## src/sv/mt64_pkg.sv

```systemverilog
// Shared constants, types and functions of the 64-bit Mersenne Twister generator.
package mt64_pkg;

    localparam int STATE_WORDS   = 312;
    localparam int SHIFT_MID     = STATE_WORDS / 2;
    localparam int IDX_W         = 9;
    localparam int KEY_DEPTH_DEF = 16;
    localparam int CFG_ADDR_W    = 4;

    localparam logic [IDX_W-1:0] IDX_FULL     = IDX_W'(STATE_WORDS);
    localparam logic [IDX_W-1:0] IDX_UNSEEDED = IDX_W'(STATE_WORDS + 1);
    localparam logic [IDX_W-1:0] IDX_LAST     = IDX_W'(STATE_WORDS - 1);

    localparam logic [63:0] TWIST_MATRIX    = 64'hB502_6F5A_A966_19E9;
    localparam logic [63:0] HIGH_MASK       = 64'hFFFF_FFFF_8000_0000;
    localparam logic [63:0] LOW_MASK        = 64'h0000_0000_7FFF_FFFF;
    localparam logic [63:0] INIT_MULT       = 64'd6364136223846793005;
    localparam logic [63:0] ARRAY_MULT_A    = 64'd3935559000370003845;
    localparam logic [63:0] ARRAY_MULT_B    = 64'd2862933555777941757;
    localparam logic [63:0] ARRAY_BASE_SEED = 64'd19650218;
    localparam logic [63:0] DEFAULT_SEED    = 64'd5489;
    localparam logic [63:0] TOP_BIT_WORD    = 64'h8000_0000_0000_0000;

    // Action codes of an input word.
    localparam logic [1:0] ACT_DRAW = 2'd0;
    localparam logic [1:0] ACT_SEED = 2'd1;
    localparam logic [1:0] ACT_LOAD = 2'd2;
    localparam logic [1:0] ACT_KEYS = 2'd3;

    // Register byte addresses.
    localparam logic [CFG_ADDR_W-1:0] ADDR_SEED      = 4'h0;
    localparam logic [CFG_ADDR_W-1:0] ADDR_KEY_COUNT = 4'h8;

    // Request and response of the shared multiplier.
    typedef struct packed {
        logic        start;
        logic [63:0] a;
        logic [63:0] b;
    } mul_req_t;

    typedef struct packed {
        logic        done;
        logic [63:0] product;
    } mul_rsp_t;

    // Folds the top two bits into the word before the seeding multiply.
    function automatic logic [63:0] seed_mix(input logic [63:0] p);
        return p ^ (p >> 62);
    endfunction

    // Output tempering.
    function automatic logic [63:0] temper(input logic [63:0] v);
        logic [63:0] x;
        x = v;
        x = x ^ ((x >> 29) & 64'h5555_5555_5555_5555);
        x = x ^ ((x << 17) & 64'h71D6_7FFF_EDA6_0000);
        x = x ^ ((x << 37) & 64'hFFF7_EEE0_0000_0000);
        x = x ^ (x >> 43);
        return x;
    endfunction

endpackage

```

## src/sv/mt64_mul.sv

```systemverilog
// Iterative 64-bit by 64-bit multiplier keeping the low 64 bits of the product.
module mt64_mul
(
    input  logic              clk,
    input  logic              rst_n,
    input  mt64_pkg::mul_req_t req,
    output mt64_pkg::mul_rsp_t rsp
);
    import mt64_pkg::*;

    logic [63:0] a_reg, a_next;
    logic [63:0] b_reg, b_next;
    logic [2:0]  cnt_reg, cnt_next;
    logic [63:0] prod_reg, prod_next;
    logic [63:0] acc_reg, acc_next;
    logic        done_reg, done_next;
    logic [31:0] op_a, op_b;

    // One 32x32 partial product per cycle; the cross terms only reach the upper half.
    always_comb
    begin
        case (cnt_reg)
            3'd1:
            begin
                op_a = a_reg[31:0];
                op_b = b_reg[31:0];
            end
            3'd2:
            begin
                op_a = a_reg[63:32];
                op_b = b_reg[31:0];
            end
            default:
            begin
                op_a = a_reg[31:0];
                op_b = b_reg[63:32];
            end
        endcase
    end

    // Sequencing of the partial products and the accumulation.
    always_comb
    begin
        a_next    = a_reg;
        b_next    = b_reg;
        cnt_next  = cnt_reg;
        prod_next = prod_reg;
        acc_next  = acc_reg;
        done_next = 1'b0;
        case (cnt_reg)
            3'd1:
            begin
                prod_next = 64'(op_a) * 64'(op_b);
                cnt_next  = 3'd2;
            end
            3'd2:
            begin
                acc_next  = prod_reg;
                prod_next = 64'(op_a) * 64'(op_b);
                cnt_next  = 3'd3;
            end
            3'd3:
            begin
                acc_next  = acc_reg + {prod_reg[31:0], 32'd0};
                prod_next = 64'(op_a) * 64'(op_b);
                cnt_next  = 3'd4;
            end
            3'd4:
            begin
                acc_next  = acc_reg + {prod_reg[31:0], 32'd0};
                cnt_next  = 3'd0;
                done_next = 1'b1;
            end
            default:
            begin
                if (req.start)
                begin
                    a_next   = req.a;
                    b_next   = req.b;
                    cnt_next = 3'd1;
                end
            end
        endcase
    end

    // Control registers.
    always_ff @(posedge clk or negedge rst_n)
    begin
        if (!rst_n)
        begin
            cnt_reg  <= 3'd0;
            done_reg <= 1'b0;
        end
        else
        begin
            cnt_reg  <= cnt_next;
            done_reg <= done_next;
        end
    end

    // Operand and product registers.
    always_ff @(posedge clk)
    begin
        a_reg    <= a_next;
        b_reg    <= b_next;
        prod_reg <= prod_next;
        acc_reg  <= acc_next;
    end

    assign rsp.done    = done_reg;
    assign rsp.product = acc_reg;

endmodule

```

## config.mk

```make
export PLATFORM = sky130hd
export DESIGN_NAME = mt64_mul
export DESIGN_NICKNAME = d
export VERILOG_FILES = /design/src/sv/mt64_pkg.sv /design/src/sv/mt64_mul.sv
export SDC_FILE = /design/constraint.sdc
export NUM_CORES = 2
export LEC_CHECK = 0
export BUFFER_PORTS_ARGS = -buffer_cell sky130_fd_sc_hd__buf_2
export CAP_MARGIN = 20
export CORE_MARGIN = 5
export CORE_UTILIZATION = 66
export DETAILED_ROUTE_END_ITERATION = 8
export GPL_TIMING_DRIVEN = 0
export PLACE_DENSITY = 0.82
export SLEW_MARGIN = 0
export SYNTH_ARGS = -nofsm -noshare
export SYNTH_HDL_FRONTEND = slang
export SYNTH_SLANG_ARGS = --single-unit
```

## constraint.sdc

```tcl
create_clock -name clk -period 22.4 [get_ports clk]
set_clock_uncertainty 0.05 [all_clocks]
set_input_delay 3.36 -clock clk [delete_from_list [all_inputs] [get_ports clk]]
set_output_delay 3.36 -clock clk [all_outputs]
set_load 0.05 [all_outputs]
```

## Yosys cells after proc, flatten, opt, wreduce, memory -nomap -nowiden

Index checks and enable logic that the tools add are counted.
W data, S select, Z words.

| storage, ports and cells | value |
|---|---|
| register bits after elaboration | 260 |
| latch bits | 0 |
| bits in writable memories | 0 |
| memory bits (read-only) | 0 |
| input bits | 131 |
| logic and storage cells | 26 |
| memories | 0 |

| cells by class | value |
|---|---|
| $add $sub $neg | 1 |
| $mul | 1 |
| divide/modulo/power cells | 0 |
| magnitude comparators | 0 |
| eq/ne operators | 4 |
| shifts and indexed selects | 0 |
| mux-type cells | 6 |
| bitwise logic cells | 1 |
| reductions and logical operators | 7 |

Operator list:

| operator | number |
|---|---|
| $pmux W64 S2 | 1 |
| $add A64 B64 Y64 | 1 |
| $mul A32 B32 Y64 | 1 |
| $mux W32 | 2 |
| $pmux W3 S4 | 1 |
| $eq A3 B2 Y1 const B | 2 |
| $reduce_bool A5 Y1 | 1 |
| $reduce_or A2 Y1 | 2 |
| $reduce_or A4 Y1 | 1 |
| $eq A3 B1 Y1 const B | 1 |
| $eq A3 B3 Y1 const B | 1 |
| $mux W3 | 1 |
| $reduce_or A3 Y1 | 1 |
| $reduce_and A2 Y1 | 1 |
| $reduce_bool A2 Y1 | 1 |
| $mux W1 | 1 |
| $not A1 Y1 | 1 |

## Depth between registers and ports, before layout

| logic depth | value |
|---|---|
| depth in word-level cells | 4 |
| depth in mapped cells | 35 |

## Worst setup path after synthesis

OpenSTA, ideal clock, no wires.

| path | value |
|---|---|
| kind | register -> register |
| start point | reg cnt_reg[0] |
| end point | reg prod_reg[62], data pin |
| setup time | 0.261 ns |
| data arrival time | 9.287 ns |
| path slack | 12.802 ns |
| cell stages (with the launch flop) | 30 |
| buffers on the path | 5 |
| period minus slack after synthesis | 9.598 ns |
| path through | dfrtp_1 > clkbuf_1 > nor2_1 > and2_1 > clkbuf_1 > buf_2 > buf_1 > mux2i_1 > clkbuf_1 > nor2_1 > fa_1 > fa_1 > inv_1 > fa_1 > fa_1 > fa_1 > inv_1 > fa_1 > fa_1 > inv_1 > fa_1 > inv_1 > ha_1 > nand2_1 > or4b_4 > o311ai_4 > a21oi_2 > o31ai_4 > nor3_1 > a311o_1 |

| on the way | value |
|---|---|
| longest elaborated chain between the ends | 4 |
| elaborated cells between the ends (all ways) | 6 |
| classes of those cells | 1 x mul; 2 x eq/ne; 2 x mux; 1 x reduce/logical |

RTL lines:

| what | RTL line | RTL |
|---|---|---|
| from (decl) | mt64_mul.sv:13 | `logic [2:0] cnt_reg, cnt_next;` |
| from (signal assigned) | mt64_mul.sv:96 | `cnt_reg <= cnt_next;` |
| $eq A3 B2 Y1 or $eq A3 B1 Y1 (tied branches) | mt64_mul.sv:22, mt64_mul.sv:50 |  |
| $reduce_or A2 Y1 (no line) | - |  |
| $mux W32 | mt64_mul.sv:22 | `case (cnt_reg)` |
| $mul A32 B32 Y64 (*) | mt64_mul.sv:53, mt64_mul.sv:59, mt64_mul.sv:65 |  |
| to (signal assigned) | mt64_mul.sv:106 | `prod_reg <= prod_next;` |
| to (decl) | mt64_mul.sv:14 | `logic [63:0] prod_reg, prod_next;` |

Mark *: on every way between the ends. The rest lies on a longest branch, timed or not.
A chain may end at the register's enable or synchronous reset.

## Worst setup path after layout

| path | value |
|---|---|
| start point | reg cnt_reg[0] |
| end point | reg prod_reg[63], data pin |

The elaborated chain is that of the path after synthesis.

==> impl_metrics.ini <==
[status]
status = finished, final reports clean

[logic_synthesis]
synth_ff_type = edfxtp_1
synth_edf_count = 256
synth-xor-area-share_pct = 1.69
synthTopCellsByCount = 897 x fa_1, 862 x inv_1, 646 x nor2_1
synthMuxAreaShare_pct = 3.19
yosys.area.top_type_share_pct = 41.7
synth_simple_gate_area_share_pct = 12.5
synthTopCellsByArea = fa_1 42%, edfxtp_1 18%, ha_1 8.5%, inv_1 7.5%, nor2_1 5.6%
synth_most_common_cell = fa_1
synth_top_area_cell = fa_1
syn_inst = 4383
synth-seq-cells = 260
synthArstFlopShare_pct = 1.54
yosys_warnings = 0
synth_top_family_by_area = adder cells
yosysUniqueCellTypes = 72
syn_area_sq_um = 43000
synth_compound_area_share_pct = 5.07
yosysSeqAreaShare_pct = 18.1
synth_fp_nets = 5705
post_synth.cell_area_avg_sq_um = 9.82
synth_fa_ha_area_share_pct = 50.3

[cells_and_area]
nets = 5985
drive_above_1_share_pct = 8.85
area_growth_pct = 8.92

[floorplanning]
coreArea_sq_um = 64600
io_pins = 196
start_util_pct = 66.7
num_rows = 93
dieArea_sq_um = 70400
die_y_microns = 265
die_w_microns = 265

[global_route]
grt_max_degree = 37
grt_pass1_vias = 36600
grt_pass1_wl_mm = 243
antenna_found_initial = 13
grt.overflow.total = 0
grt.total_usage_pct = 48.4

[cts]
cts_tree = yes
cts_buffer_depth = 3
cts_resized = 0
cts_hold_buffers = 0
clock_latency_ns = 0.66
cts_setup_buffers = 0
clkTransAtPathRegs_ns = 0.06
cts_buffers = 31
root_buffer = clkbuf_16
clock-sinks = 260
cts_max_level = 1

[setup_path]
critPathKind = flip-flop to flip-flop
crit_path_end_kind = flip-flop
arrival_ns = 12.29
crit_fanout = 10
worstPathRequired_ns = 22.74
worstReg2RegEnd = prod_reg[63]$_DFFE_PP_
start_kind = flip-flop
crit_family = adder cells
r2r_start = cnt_reg[0]$_DFFE_PN0P_
cp_common_cell = fa_1
crit_buf_inv = 9
slowest_delay_ns = 0.95
path_depth = 31
r2r_cells = 31
ff2ff_setup_slack_ns = 10.45
crit_path_top_delay_cell = mux2i_1

[worst_hold_path]
worstHoldStart = prod_reg[32]$_DFFE_PP_
hold_depth = 2
hp-class = flip-flop to flip-flop
hold_path_end = acc_reg[32]$_DFFE_PP_

[sta]
tns_ns = 0
fin_ws_ns = 10.45
fmax_ghz = 0.0837
tightestPinTransition_ns = 1.36
rsz0062_at_grt = no
setup_violations = 0
slew_headroom_pct = 9.31
post-route-min-period_ns = 11.95
finalHoldViolCount = 0
finalMaxSlewViolations = 0
finalCritPeriodShare_pct = 53.4

[placed_design]
post-dp-hpwl_mm = 137
port_buffers = 195
place_ws_ns = 10.96
place.gp.congestion = 1.09

[detailed_routing]
drt_iter0_drc = 4585
drt_pass1_iterations = 7
via_count = 35500
totalWireLength_mm = 170
ant_nets = 0
drc = 0
viasPerCell = 6.39
wl_per_cell_microns = 30.6

[run]
drv_cap = 0
layer usage:
metal	up-vias	track usage, %	routed length (microns)
met5	-	0	42
met1	17600	57.7	54100
met2	2956	69.4	71700
li1	14000	-	-
met3	929	20.6	25800
met4	6	37.8	18400
placed cells by master, fill, tap and decap left out, types with 13 or more instances in the layout:
| cell | n |
|---|---|
| fa_1 | 897 |
| a21oi_1 | 109 |
| and2_1 | 43 |
| buf_2 | 208 |
| nor3_1 | 15 |
| mux2_2 | 64 |
| buf_6 | 20 |
| xnor2_1 | 46 |
| nand2_1 | 536 |
| diode_2 | 16 |
| xor2_1 | 37 |
| nor2_1 | 644 |
| o21bai_1 | 13 |
| mux2i_1 | 44 |
| edfxtp_1 | 256 |
| buf_4 | 13 |
| o21ai_0 | 58 |
| mux2i_2 | 21 |
| a211oi_1 | 14 |
| clkbuf_16 | 31 |
| buf_8 | 13 |
| nand3_1 | 24 |
| ha_1 | 294 |
| a21o_1 | 48 |
| inv_1 | 862 |
| clkbuf_1 | 173 |
worst min-delay path: stages, from the launching register on:
cell and delay, ns:
edfxtp_1 0.33, nand2_1 0.05, nand2_1 0.05
worst max path at each step:
stage                      startpoint                     end  slack [ns]
2_1_floorplan  cnt_reg[0]$_DFFE_PN0P_  prod_reg[62]$_DFFE_PP_       12.80
3_3_place_gp   cnt_reg[0]$_DFFE_PN0P_  prod_reg[63]$_DFFE_PP_        9.37
3_5_place_dp   cnt_reg[0]$_DFFE_PN0P_  prod_reg[60]$_DFFE_PP_       10.96
4_1_cts        cnt_reg[0]$_DFFE_PN0P_  prod_reg[61]$_DFFE_PP_       10.91
5_1_grt        cnt_reg[0]$_DFFE_PN0P_  prod_reg[61]$_DFFE_PP_       10.33
6_report       cnt_reg[0]$_DFFE_PN0P_  prod_reg[63]$_DFFE_PP_       10.45
logic make-up (layout without fill, tap and decap cells):
family / after synthesis / after routing
XOR/XNOR: 83 / 83
adder cells (fa/ha/maj): 1191 / 1191
AND/OR/NAND/NOR: 1334 / 1334
buffers and inverters: 1053 / 1358
flip-flops: 260 / 260
AO/OA/AOI/OAI: 333 / 333
multiplexers: 129 / 129
other: 0 / 16
through the flow:
stage               hold WS [ns]  std cells  instance area [sq um]  util, %
floorplan                  0.434       4383                  43000        -
global placement           0.447       5433                  45100     69.8
detailed placement         0.466       5477                  45800     70.9
CTS                        0.487       5535                  46800     72.4
global route               0.521       5543                  46800     72.5
finish                     0.483       5559                  46900     72.6
final cells by class:
cell class / instances / area (sq um)
multi-input cells: 3070 / 31400
fillers: 4771 / 17700
flip-flops and latches: 260 / 7790
inverters: 862 / 3240
repair buffers: 247 / 1630
well taps: 855 / 1070
clock buffers: 34 / 787
plain buffers: 191 / 737
clock inverters: 24 / 213
diodes: 16 / 40.0
Power is left out: the tool's default activity adds up to more than one toggle a clock period on the data nets, which glitch-free logic cannot reach.
